**config.mk**
```make
export PLATFORM = sky130hd
export DESIGN_NAME = pwm_duty_slew_ramp_flat
export DESIGN_NICKNAME = d
export VERILOG_FILES = /design/src/sv/pdsr_pkg.sv /design/src/sv/pdsr_if.sv /design/src/sv/pdsr_scale.sv /design/src/sv/pwm_duty_slew_ramp.sv /design/src/flat_wrapper.sv
export SDC_FILE = /design/constraint.sdc
export NUM_CORES = 2
export LEC_CHECK = 0
export ABC_AREA = 1
export BUFFER_PORTS_ARGS = -buffer_cell sky130_fd_sc_hd__buf_2
export CAP_MARGIN = 5
export CELL_PAD_IN_SITES_DETAIL_PLACEMENT = 0
export CELL_PAD_IN_SITES_GLOBAL_PLACEMENT = 1
export CORE_MARGIN = 2
export CORE_UTILIZATION = 51
export CTS_CLUSTER_DIAMETER = 200
export DETAILED_ROUTE_END_ITERATION = 6
export PLACE_DENSITY_LB_ADDON = 0.1
export SYNTH_ARGS = -nofsm -noshare
export SYNTH_HDL_FRONTEND = slang
export SYNTH_SLANG_ARGS = --single-unit
```
**constraint.sdc**
```tcl
create_clock -name i_clk -period 6.71 [get_ports i_clk]
set_input_delay 0 -clock i_clk [delete_from_list [all_inputs] [get_ports i_clk]]
set_output_delay 0 -clock i_clk [all_outputs]
set_load 0.02 [all_outputs]
```
**src/sv/pdsr_pkg.sv**
```systemverilog
// ----------------------------------------------------------------------------
// pdsr_pkg
// Shared widths, command and register codes, and payload types for the
// PWM duty slew ramp.
// ----------------------------------------------------------------------------
`default_nettype none

package pdsr_pkg;

    localparam int unsigned DUTY_W     = 14;
    localparam int unsigned CMP_W      = 16;
    localparam int unsigned RELOAD_W   = 16;
    localparam int unsigned CMD_W      = 2;
    localparam int unsigned STEP_CNT_W = 7;
    localparam int unsigned CFG_IDX_W  = 2;
    localparam int unsigned CFG_DATA_W = 16;

    localparam int unsigned MAX_RAMP_STEPS_DEF = 100;

    localparam logic [DUTY_W-1:0] FULL_SCALE = 14'd10000;

    // Command codes
    localparam logic [CMD_W-1:0] CMD_SET  = 2'd0;
    localparam logic [CMD_W-1:0] CMD_TICK = 2'd1;
    localparam logic [CMD_W-1:0] CMD_STOP = 2'd2;

    // Register indexes
    localparam logic [CFG_IDX_W-1:0] CFG_RELOAD    = 2'd0;
    localparam logic [CFG_IDX_W-1:0] CFG_STEP      = 2'd1;
    localparam logic [CFG_IDX_W-1:0] CFG_MIN_START = 2'd2;

    // Register reset values
    localparam logic [RELOAD_W-1:0] RELOAD_RST    = 16'd1000;
    localparam logic [DUTY_W-1:0]   STEP_RST      = 14'd100;
    localparam logic [DUTY_W-1:0]   MIN_START_RST = 14'd0;

    // Divide by 10000: drop 4 bits (divide by 16), then divide by 625 through
    // a reciprocal multiply that may come out one low, then correct.
    localparam int unsigned PROD_W      = RELOAD_W + DUTY_W;   // 30
    localparam int unsigned PRE_SHIFT   = 4;
    localparam int unsigned X_W         = PROD_W - PRE_SHIFT;  // 26
    localparam int unsigned RECIP_W     = 27;
    localparam int unsigned RECIP_SHIFT = 36;
    localparam int unsigned Q_W         = X_W + RECIP_W - RECIP_SHIFT; // 17
    localparam int unsigned BASE_W      = 10;
    localparam int unsigned QM_W        = Q_W + BASE_W;        // 27
    localparam logic [RECIP_W-1:0] RECIP_625 = 27'd109951162;  // floor(2^36/625)
    localparam logic [BASE_W-1:0]  DIV_BASE  = 10'd625;

    typedef struct packed {
        logic [DUTY_W-1:0] duty;
        logic              wrote;
        logic              busy;
    } t_item;

    typedef struct packed {
        logic [CMP_W-1:0]  compare;
        logic              wrote;
        logic [DUTY_W-1:0] duty;
        logic              busy;
    } t_result;

endpackage

`default_nettype wire

```
**src/sv/pdsr_if.sv**
```systemverilog
// ----------------------------------------------------------------------------
// pdsr_if
// Valid/ready channels for command words and result words.
// ----------------------------------------------------------------------------
`default_nettype none

interface pdsr_in_if;
    import pdsr_pkg::*;

    logic              valid;
    logic              ready;
    logic [CMD_W-1:0]  cmd;
    logic [DUTY_W-1:0] target_percent;

    modport source (output valid, output cmd, output target_percent, input ready);
    modport sink   (input valid, input cmd, input target_percent, output ready);
endinterface

interface pdsr_out_if;
    import pdsr_pkg::*;

    logic              valid;
    logic              ready;
    logic [CMP_W-1:0]  compare_value;
    logic              compare_write;
    logic [DUTY_W-1:0] duty_now;
    logic              ramp_busy;

    modport source (output valid, output compare_value, output compare_write,
                    output duty_now, output ramp_busy, input ready);
    modport sink   (input valid, input compare_value, input compare_write,
                    input duty_now, input ramp_busy, output ready);
endinterface

`default_nettype wire

```
**src/sv/pdsr_scale.sv**
```systemverilog
// ----------------------------------------------------------------------------
// pdsr_scale
// Three-stage pipeline turning a duty into compare = reload * duty / 10000.
// ----------------------------------------------------------------------------
`default_nettype none

module pdsr_scale (
    input  logic                             i_clk,
    input  logic                             i_rst_n,
    input  logic [pdsr_pkg::RELOAD_W-1:0]    i_reload,
    input  logic                             i_valid,
    output logic                             o_ready,
    input  pdsr_pkg::t_item                  i_item,
    output logic                             o_valid,
    input  logic                             i_ready,
    output pdsr_pkg::t_result                o_result
);
    import pdsr_pkg::*;

    // Stage A: product
    logic              r_a_v;
    t_item             r_a_item;
    logic [PROD_W-1:0] r_a_prod;
    // Stage B: quotient estimate
    logic              r_b_v;
    t_item             r_b_item;
    logic [X_W-1:0]    r_b_x;
    logic [Q_W-1:0]    r_b_q;
    // Stage C: result
    logic              r_c_v;
    t_result           r_c_res;

    logic w_a_rdy, w_b_rdy, w_c_rdy;
    logic [X_W-1:0]             w_x;
    logic [X_W+RECIP_W-1:0]     w_xm;
    logic [QM_W-1:0]            w_qm;
    logic [QM_W-1:0]            w_rem;
    logic [Q_W-1:0]             w_q;

    assign w_c_rdy = !r_c_v || i_ready;
    assign w_b_rdy = !r_b_v || w_c_rdy;
    assign w_a_rdy = !r_a_v || w_b_rdy;
    assign o_ready = w_a_rdy;

    assign w_x   = r_a_prod[PROD_W-1:PRE_SHIFT];
    assign w_xm  = (X_W+RECIP_W)'(w_x) * (X_W+RECIP_W)'(RECIP_625);
    assign w_qm  = QM_W'(r_b_q) * QM_W'(DIV_BASE);
    assign w_rem = QM_W'(r_b_x) - w_qm;
    // estimate runs at most one low
    assign w_q   = (w_rem >= QM_W'(DIV_BASE)) ? r_b_q + 1'b1 : r_b_q;

    always_ff @(posedge i_clk) begin
        if (!i_rst_n) begin
            r_a_v <= 1'b0;
            r_b_v <= 1'b0;
            r_c_v <= 1'b0;
        end else begin
            if (w_a_rdy) begin
                r_a_v <= i_valid;
            end
            if (w_b_rdy) begin
                r_b_v <= r_a_v;
            end
            if (w_c_rdy) begin
                r_c_v <= r_b_v;
            end
        end
    end

    always_ff @(posedge i_clk) begin
        if (w_a_rdy) begin
            r_a_item <= i_item;
            r_a_prod <= PROD_W'(i_reload) * PROD_W'(i_item.duty);
        end
        if (w_b_rdy) begin
            r_b_item <= r_a_item;
            r_b_x    <= w_x;
            r_b_q    <= w_xm[X_W+RECIP_W-1:RECIP_SHIFT];
        end
        if (w_c_rdy) begin
            r_c_res.compare <= w_q[CMP_W-1:0];
            r_c_res.wrote   <= r_b_item.wrote;
            r_c_res.duty    <= r_b_item.duty;
            r_c_res.busy    <= r_b_item.busy;
        end
    end

    assign o_valid  = r_c_v;
    assign o_result = r_c_res;

endmodule

`default_nettype wire

```
**src/sv/pwm_duty_slew_ramp.sv**
```systemverilog
// ----------------------------------------------------------------------------
// pwm_duty_slew_ramp
// Soft-start duty ramp for one PWM channel with compare value output.
// ----------------------------------------------------------------------------
//
//  channel   dir   payload                                        handshake
//  i_in      in    cmd, target_percent                             valid/ready
//  o_out     out   compare_value, compare_write, duty_now, busy    valid/ready
//  cfg       in    i_cfg_idx, i_cfg_data                           i_cfg_we
//
//  One word is taken every cycle while i_in.ready is high. The ramp state and
//  the ramp result register at the edge that accepts the word; the compare
//  value then goes through a product stage, a reciprocal-multiply stage and a
//  correction stage, each registered, before the result shows on o_out. The
//  three multiplies of the scaling sit in these stages.
//  Reset is synchronous, active low: duty, goal and step count clear and the
//  registers return to reload 1000, step 100, min start 0.
//  Each pipeline stage holds when the one after it is full and stalled;
//  i_in.ready drops only once every stage holds a word.
//
`default_nettype none

module pwm_duty_slew_ramp #(
    parameter int unsigned MAX_RAMP_STEPS = pdsr_pkg::MAX_RAMP_STEPS_DEF
) (
    input  logic                               i_clk,
    input  logic                               i_rst_n,
    input  logic                               i_cfg_we,
    input  logic [pdsr_pkg::CFG_IDX_W-1:0]     i_cfg_idx,
    input  logic [pdsr_pkg::CFG_DATA_W-1:0]    i_cfg_data,
    pdsr_in_if.sink                            i_in,
    pdsr_out_if.source                         o_out
);
    import pdsr_pkg::*;

    localparam logic [STEP_CNT_W-1:0] STEP_LIMIT = STEP_CNT_W'(MAX_RAMP_STEPS);

    // Configuration registers
    logic [RELOAD_W-1:0] r_reload;
    logic [DUTY_W-1:0]   r_step;
    logic [DUTY_W-1:0]   r_min_start;

    // Ramp state
    logic [DUTY_W-1:0]     r_cur_duty,    n_cur_duty;
    logic [DUTY_W-1:0]     r_goal,        n_goal;
    logic                  r_going_up,    n_going_up;
    logic                  r_ramp_active, n_ramp_active;
    logic [STEP_CNT_W-1:0] r_steps,       n_steps;
    logic                  n_wrote;

    // Stage between the ramp logic and the scaler
    logic  r_s_v;
    t_item r_s_item;
    t_item n_item;

    logic w_acc, w_s_rdy, w_scale_rdy;
    logic [DUTY_W-1:0] w_target, w_min_sat, w_gap_up, w_gap_dn, w_next;
    logic [STEP_CNT_W-1:0] w_steps_inc;
    t_result w_res;

    assign w_s_rdy    = !r_s_v || w_scale_rdy;
    assign i_in.ready = w_s_rdy;
    assign w_acc      = i_in.valid && w_s_rdy;

    // Clamp requests above full scale
    assign w_target  = (i_in.target_percent > FULL_SCALE) ? FULL_SCALE : i_in.target_percent;
    assign w_min_sat = (r_min_start > FULL_SCALE) ? FULL_SCALE : r_min_start;
    assign w_gap_up  = r_goal - r_cur_duty;
    assign w_gap_dn  = r_cur_duty - r_goal;
    assign w_steps_inc = r_steps + 1'b1;

    // Next duty for one tick; a step that would pass the goal lands on it
    always_comb begin
        if (r_steps == '0 && r_cur_duty == '0) begin
            w_next = (w_min_sat > r_goal) ? r_goal : w_min_sat;
        end else if (r_going_up) begin
            w_next = (r_goal > r_cur_duty && r_step < w_gap_up) ? r_cur_duty + r_step : r_goal;
        end else begin
            w_next = (r_cur_duty > r_goal && r_step < w_gap_dn) ? r_cur_duty - r_step : r_goal;
        end
    end

    always_comb begin
        n_cur_duty    = r_cur_duty;
        n_goal        = r_goal;
        n_going_up    = r_going_up;
        n_ramp_active = r_ramp_active;
        n_steps       = r_steps;
        n_wrote       = 1'b0;
        case (i_in.cmd)
            CMD_SET: begin
                // arm only when idle and the goal actually moves the duty
                if (!r_ramp_active && w_target != r_cur_duty) begin
                    n_goal        = w_target;
                    n_going_up    = w_target > r_cur_duty;
                    n_steps       = '0;
                    n_ramp_active = 1'b1;
                end
            end
            CMD_TICK: begin
                if (r_ramp_active) begin
                    n_cur_duty = w_next;
                    n_steps    = w_steps_inc;
                    n_wrote    = 1'b1;
                    // end on reaching the goal or at the step limit
                    if (w_next == r_goal || w_steps_inc >= STEP_LIMIT) begin
                        n_ramp_active = 1'b0;
                        n_steps       = '0;
                    end
                end
            end
            CMD_STOP: begin
                n_cur_duty    = '0;
                n_goal        = '0;
                n_going_up    = 1'b0;
                n_ramp_active = 1'b0;
                n_steps       = '0;
                n_wrote       = 1'b1;
            end
            default: begin
            end
        endcase
        n_item.duty  = n_cur_duty;
        n_item.wrote = n_wrote;
        n_item.busy  = n_ramp_active;
    end

    // Configuration writes; unknown indexes drop
    always_ff @(posedge i_clk) begin
        if (!i_rst_n) begin
            r_reload    <= RELOAD_RST;
            r_step      <= STEP_RST;
            r_min_start <= MIN_START_RST;
        end else if (i_cfg_we) begin
            case (i_cfg_idx)
                CFG_RELOAD:    r_reload    <= i_cfg_data[RELOAD_W-1:0];
                CFG_STEP:      r_step      <= i_cfg_data[DUTY_W-1:0];
                CFG_MIN_START: r_min_start <= i_cfg_data[DUTY_W-1:0];
                default: begin
                end
            endcase
        end
    end

    // Advance ramp state on each accepted word
    always_ff @(posedge i_clk) begin
        if (!i_rst_n) begin
            r_cur_duty    <= '0;
            r_goal        <= '0;
            r_going_up    <= 1'b0;
            r_ramp_active <= 1'b0;
            r_steps       <= '0;
            r_s_v         <= 1'b0;
        end else begin
            if (w_acc) begin
                r_cur_duty    <= n_cur_duty;
                r_goal        <= n_goal;
                r_going_up    <= n_going_up;
                r_ramp_active <= n_ramp_active;
                r_steps       <= n_steps;
            end
            if (w_s_rdy) begin
                r_s_v <= w_acc;
            end
        end
    end

    always_ff @(posedge i_clk) begin
        if (w_s_rdy) begin
            r_s_item <= n_item;
        end
    end

    pdsr_scale u_scale (
        .i_clk    (i_clk),
        .i_rst_n  (i_rst_n),
        .i_reload (r_reload),
        .i_valid  (r_s_v),
        .o_ready  (w_scale_rdy),
        .i_item   (r_s_item),
        .o_valid  (o_out.valid),
        .i_ready  (o_out.ready),
        .o_result (w_res)
    );

    assign o_out.compare_value = w_res.compare;
    assign o_out.compare_write = w_res.wrote;
    assign o_out.duty_now      = w_res.duty;
    assign o_out.ramp_busy     = w_res.busy;

    // Duty never leaves the full-scale range
    assert property (@(posedge i_clk) disable iff (!i_rst_n)
        r_cur_duty <= FULL_SCALE)
        else $error("duty above full scale");

    // An idle ramp keeps no step count
    assert property (@(posedge i_clk) disable iff (!i_rst_n)
        !r_ramp_active |-> r_steps == '0)
        else $error("step count left over after ramp end");

    // A running ramp has not yet reached its goal
    assert property (@(posedge i_clk) disable iff (!i_rst_n)
        r_ramp_active |-> r_cur_duty != r_goal)
        else $error("ramp active at goal");

    // Stop clears duty and ends the ramp
    assert property (@(posedge i_clk) disable iff (!i_rst_n)
        (w_acc && i_in.cmd == CMD_STOP) |=> (r_cur_duty == '0 && !r_ramp_active))
        else $error("stop did not clear the ramp");

endmodule

`default_nettype wire
```
**src/flat_wrapper.sv**
```systemverilog
// flat-port wrapper written by rule: the top's interface ports become plain ports
module pwm_duty_slew_ramp_flat import pdsr_pkg::*;
#(
    parameter int unsigned MAX_RAMP_STEPS = pdsr_pkg::MAX_RAMP_STEPS_DEF
)
  (i_clk, i_rst_n, i_cfg_we, i_cfg_idx, i_cfg_data, i_in_valid, i_in_cmd, i_in_target_percent, i_in_ready, o_out_valid, o_out_compare_value, o_out_compare_write, o_out_duty_now, o_out_ramp_busy, o_out_ready);
  pdsr_in_if i_in_i ();
  pdsr_out_if o_out_i ();
  input  logic i_clk;
  input  logic i_rst_n;
  input  logic i_cfg_we;
  input  logic [pdsr_pkg::CFG_IDX_W-1:0] i_cfg_idx;
  input  logic [pdsr_pkg::CFG_DATA_W-1:0] i_cfg_data;
  input wire logic [$bits(i_in_i.valid)-1:0] i_in_valid;
  input wire logic [$bits(i_in_i.cmd)-1:0] i_in_cmd;
  input wire logic [$bits(i_in_i.target_percent)-1:0] i_in_target_percent;
  output wire logic [$bits(i_in_i.ready)-1:0] i_in_ready;
  output wire logic [$bits(o_out_i.valid)-1:0] o_out_valid;
  output wire logic [$bits(o_out_i.compare_value)-1:0] o_out_compare_value;
  output wire logic [$bits(o_out_i.compare_write)-1:0] o_out_compare_write;
  output wire logic [$bits(o_out_i.duty_now)-1:0] o_out_duty_now;
  output wire logic [$bits(o_out_i.ramp_busy)-1:0] o_out_ramp_busy;
  input wire logic [$bits(o_out_i.ready)-1:0] o_out_ready;
  assign i_in_i.valid = i_in_valid;
  assign i_in_i.cmd = i_in_cmd;
  assign i_in_i.target_percent = i_in_target_percent;
  assign i_in_ready = i_in_i.ready;
  assign o_out_valid = o_out_i.valid;
  assign o_out_compare_value = o_out_i.compare_value;
  assign o_out_compare_write = o_out_i.compare_write;
  assign o_out_duty_now = o_out_i.duty_now;
  assign o_out_ramp_busy = o_out_i.ramp_busy;
  assign o_out_i.ready = o_out_ready;
  pwm_duty_slew_ramp #(.MAX_RAMP_STEPS(MAX_RAMP_STEPS)) u_core (.i_clk(i_clk), .i_rst_n(i_rst_n), .i_cfg_we(i_cfg_we), .i_cfg_idx(i_cfg_idx), .i_cfg_data(i_cfg_data), .i_in(i_in_i), .o_out(o_out_i));
endmodule
```
======== Yosys cells after proc, flatten, opt, wreduce, memory -nomap -nowiden ========
Cells that the tools add are included.
word-level totals
  register bits ........................... 238
  bits in latches ......................... 0
  bits in writable memories ............... 0
  bits in read-only memories .............. 0
  bits of input ports ..................... 39
  output and inout bits ................... 34
  word-level logic and storage cells ...... 106
  memories kept ........................... 0
operators by class
  add/sub/neg operators ................... 7
  multiply operators ...................... 3
  divide/modulo/power cells ............... 0
  magnitude comparators ................... 10
  eq/ne operators ......................... 8
  shift-type cells ........................ 0
  mux-type cells .......................... 24
  bitwise gates (word level) .............. 0
  reductions and logical operators ........ 26
operators by type and width
  operator                                                                                number
  14-bit two-way mux                                                                      9
  14-bit > comparator                                                                     4
  14-bit case mux with 2 select lines                                                     2
  26-bit by 26-bit multiplier with 52-bit output (second input constant)                  1
  14-bit subtractor                                                                       3
  16-bit by 14-bit multiplier with 30-bit output                                          1
  14-bit > comparator (second input constant)                                             2
  14-bit less-than comparator                                                             2
  27-bit by 10-bit greater-or-equal comparator with 1-bit output (second input constant)  1
  17-bit by 10-bit multiplier with 27-bit output (second input constant)                  1
  26-bit by 27-bit subtractor with 27-bit output                                          1
  7-bit two-way mux                                                                       3
  7-bit case mux with 3 select lines                                                      1
  16-bit by 1-bit adder with 16-bit output (second input constant)                        1
  16-bit two-way mux                                                                      1
  14-bit adder                                                                            1
  14-bit == test                                                                          1
  14-bit zero test                                                                        1
  14-bit != test                                                                          1
  7-bit by 1-bit adder with 7-bit output (second input constant)                          1
  7-bit greater-or-equal comparator (second input constant)                               1
  7-bit zero test                                                                         1
  2-bit AND reduction                                                                     3
  1-bit logical AND                                                                       5
  other kinds (13)                                                                        30

======== Longest topological paths before layout ========
  depth in word-level cells ............... 11
  mapped depth ............................ 34
  gate-level depth less buffers ........... 32

======== Hierarchy ========
Synthesis repeated with hierarchy kept, for this count alone.
second synthesis, totals
  cell total of the unflattened synthesis .. 5010
  area, all modules ....................... 39774.4 um^2
modules (own cells, without submodules)
  module              instances  cells each  area an instance (um^2)  sequential area each (um^2)
  pdsr_scale          1          3499        30204.0                  4053.9
  pwm_duty_slew_ramp  1          1511        9570.4                   2122.0

======== Worst setup path before layout ========
OpenSTA, ideal clock, no wires.
  path type ............................... reg2reg
  start point ............................. reg u_core.r_s_item[6] (netlist bit)
  end point ............................... reg u_core.u_scale.r_a_prod[29] (data pin)
  library setup time ...................... 0.271 ns
  data arrival time ....................... 5.748 ns
  required time ........................... 6.439 ns
  setup slack ............................. 0.691 ns
  stages on the path, launching flop included .. 26
  path buffers ............................ 2
  clock period less this slack ............ 6.019 ns
  path through ............................ edfxtp_1 clkbuf_1 clkbuf_1 nand2_1 fa_1 inv_1 fa_1 fa_1 inv_1 fa_1 inv_1 fa_1 fa_1 ha_1 a21oi_1 inv_1 a31oi_1 o21bai_1 a21oi_1 inv_1 nand3_1 o211ai_1 nand3_1 nand2_1 a221oi_1 xor2_1
on the way
  word-level cells in the longest chain between the ends .. 1
ends and longest elaborated chain
  what                                            RTL line                   text
  from (decl)                                     pwm_duty_slew_ramp.sv:53   t_item r_s_item;
  from (signal assigned)                          pwm_duty_slew_ramp.sv:170  r_s_item <= n_item;
  16-bit by 14-bit multiplier with 30-bit output  pdsr_scale.sv:73           r_a_prod <= PROD_W'(i_reload) * PROD_W'(i_item.duty);
  to (signal assigned)                            pdsr_scale.sv:73
  to (decl)                                       pdsr_scale.sv:23           logic [PROD_W-1:0] r_a_prod;
Every way passes these cells.
A chain may end at the register's enable or synchronous reset.

======== Final worst setup path ========
  start point ............................. reg u_core.u_scale.r_a_prod[23]
  end point ............................... reg u_core.u_scale.r_b_q[16] (data pin)
on the way
  word-level cells in the longest chain between the ends .. 1
ends and longest elaborated chain
  what                                            RTL line          text
  26-bit by 26-bit multiplier with 52-bit output  pdsr_scale.sv:46  assign w_xm = (X_W+RECIP_W)'(w_x) * (X_W+RECIP_W)'(RECIP_625);
  net u_core.u_scale.w_xm[52]                     pdsr_scale.sv:35  logic [X_W+RECIP_W-1:0] w_xm;
  to (signal assigned)                            pdsr_scale.sv:78  r_b_q <= w_xm[X_W+RECIP_W-1:RECIP_SHIFT];
  to (decl)                                       pdsr_scale.sv:28  logic [Q_W-1:0] r_b_q;
The timed path passes the listed nets, and every way through them passes these cells.

==> metrics <==
outcome complete, but fails checks; violated checks design-rule violations; Syn Inst Count 4,587; yosys warns 0; Final setup viols 0; startpoint types register; RSZ-0062 raised after global routing false; diode count 0; synth cell count leaders inv_1 (1,222), nand2_1 (805), ha_1 (577); Avg Cell Area, Syn 8.33 µm²; Total Wirelength 109,000 µm; Clk Latency, worst-skew pair 0.62 ns; Root Buffer Master clkbuf_16; initial drt markers 2,151; pin count of the biggest net entering global routing 61; Hold Fails Final Rpt 0; worst slew pin tran 1.17 ns; synthesized area 38,200 µm²; post-synth top area share 0.270; DRC Markers 6; Std-Cell Rows 100; Die Ht 278 µm; Port Buffer Count 72; Sink Count 234; Clock Skew 0.0224 ns; routed len/inst 19.1 µm; final setup TNS 0 ns; area leader, netlist fa_1; Tightest Hold Check Type in -> reg; gr usage total 0.288; initial antenna violation count 0; core area 74,300 µm²; most frequent cell after synthesis inv_1; clock transition at the registers of the reported paths 0.06 ns; Max transition margin 0.214; crit path DAT 6.65 ns; first-pass GRT wire length 172,000 µm; final slew viol count 0; CP Max Fanout 6; Tmin final 6.31 ns; vias 29,600; largest cells by area after synthesis fa_1 (27%), ha_1 (19%), inv_1 (12%); Reg area 6180 µm²; number of global-route vias before repair 30,000; fin crit share 0.940; post-synthesis net count 5,719; cts bufs inserted 29; async set-reset flop share out of synthesis 0; total congestion overflow 0; worst endpoint required time 7.06 ns; layout cell share with drive strength beyond 1 0.0518; H-tree depth 1; 1st-pass router iterations 7; Max Cap Viol 0; Post-DRT Antenna Nets 0; top-level port count 73; Clock Path Buffers 3; EDFF count, synth 149; number of library cell types mapped by synthesis 56; Post-DP HPWL 92,700 µm; Die X 278 µm; vias per cell 5.18; Max Freq 159 MHz; Initial Util 0.514; Die ar. 77,200 µm²; Routability Congestion 0.996; Seq/Total Area, Yosys 0.162; critical path type reg -> reg; Most used DFF post-synth edfxtp_1; Final nets 5,859; Synth Register Bits 234; CTS tree yes; Area Overhead vs Synth 8.46%; multi-input combinational cell area 27,000 µm²; FILL cells 7,025; CP endpoint kind register
timing repair:
item,4_1_cts,5_1_grt
gates resized for setup,0,2
endpoints found under the setup margin,0,4
hold endpoints to repair,58,0
setup buffers,0,4
hold buffers,56,0
path summary, 6_finish.rpt:
check                              startpoint  slack, ns                         end  depth (start not counted)
setup / recovery  u_core.u_scale.r_a_prod[23]       0.40    u_core.u_scale.r_b_q[16]                         23
hold / removal                    i_in_cmd[1]       0.04        u_core.r_ramp_active                          6
setup reg to reg  u_core.u_scale.r_a_prod[23]       0.40    u_core.u_scale.r_b_q[16]                         23
hold reg to reg   u_core.u_scale.r_b_item[10]       0.42  u_core.u_scale.o_result[9]                          0
routing by layer:
layer,global-route usage,vias to the layer above,routed length [µm],part of all wire
met5,0,-,0,0
met1,0.396,14200,48800,0.45
met4,0.0754,0,3200,0.029
met2,0.485,830,51200,0.47
met3,0.0305,136,6110,0.056
li1,-,14400,-,-
final cells by class:
type / instances / area share
repair buffers: 201 / 0.0354
flip-flops and latches: 234 / 0.149
clock buffers: 32 / 0.0180
multi-input cells: 3029 / 0.652
clock inverters: 21 / 0.00513
inverters: 1232 / 0.112
well taps: 969 / 0.0292
worst max-delay path, cell delays in order, from the launching register on:
cell and delay, ns:
edfxtp_1 0.56, buf_4 0.26, fa_1 0.46, ha_1 0.29
inv_1 0.05, fa_1 0.50, fa_1 0.55, inv_1 0.07
fa_1 0.48, fa_1 0.49, inv_1 0.05, fa_1 0.47
inv_1 0.04, ha_1 0.31, a21oi_1 0.19, o21ai_0 0.16
nand2_1 0.09, nand2_1 0.05, a21oi_1 0.13, o21ai_0 0.20
a21oi_1 0.28, inv_1 0.09, a21oi_1 0.17, xnor2_1 0.08
through the flow:
step | utilization | std cells | hold WS (ns) | instance area [µm²] | worst slack (ns)
5_1_grt | 0.558 | 5718 | 0.0552 | 41500 | 0.0242
3_5_place_dp | 0.537 | 5605 | 0.264 | 39900 | 0.273
2_1_floorplan | - | 4587 | 0.126 | 38200 | 0.691
4_1_cts | 0.557 | 5714 | 0.0423 | 41400 | 0.279
3_3_place_gp | 0.537 | 5605 | 0.265 | 39900 | 0.391
6_report | 0.558 | 5718 | 0.0378 | 41500 | 0.405
placed cells by master, fill, tap and decap left out, types with 15 or more instances in the layout:
cell type | netlist | layout
xor2_1 | 86 | 86
fa_1 | 516 | 516
buf_2 | 10 | 72
clkbuf_16 | 0 | 29
ha_1 | 577 | 577
nand4_1 | 47 | 47
buf_4 | 6 | 73
edfxtp_1 | 149 | 149
xnor2_1 | 46 | 46
nand3_1 | 184 | 184
a21oi_1 | 250 | 249
nor3_1 | 30 | 30
nand2_1 | 805 | 805
o21ai_0 | 133 | 133
inv_1 | 1222 | 1219
nor2_1 | 192 | 192
dfxtp_1 | 85 | 84
nor4_1 | 15 | 15
dlygate4sd3_1 | 0 | 56
registers in the layout (all words and copies together), names as in the netlist:
| signal | count |
|---|---|
| u_core.r_cur_duty | 14 |
| u_core.r_goal | 14 |
| u_core.r_going_up | 1 |
| u_core.r_min_start | 14 |
| u_core.r_ramp_active | 1 |
| u_core.r_reload | 16 |
| u_core.r_s_item | 16 |
| u_core.r_s_v | 1 |
| u_core.r_step | 14 |
| u_core.r_steps | 7 |
| u_core.u_scale.o_result | 32 |
| u_core.u_scale.o_valid | 1 |
| u_core.u_scale.r_a_item | 16 |
| u_core.u_scale.r_a_prod | 26 |
| u_core.u_scale.r_a_v | 1 |
| u_core.u_scale.r_b_item | 16 |
| u_core.u_scale.r_b_q | 17 |
| u_core.u_scale.r_b_v | 1 |
| u_core.u_scale.r_b_x | 26 |
kinds of logic (layout without fill, tap and decap cells):
group	after synthesis	in the layout	synth area share
buf+inv	1324	1486	0.132
simple gates	1312	1312	0.145
compound gates	492	492	0.0721
flops	234	234	0.162
fa+ha+maj	1093	1093	0.459
xor+xnor	132	132	0.0302
Power is not shown: default switching activity piles up to over one toggle a cycle in this logic, so the estimate is an artifact.
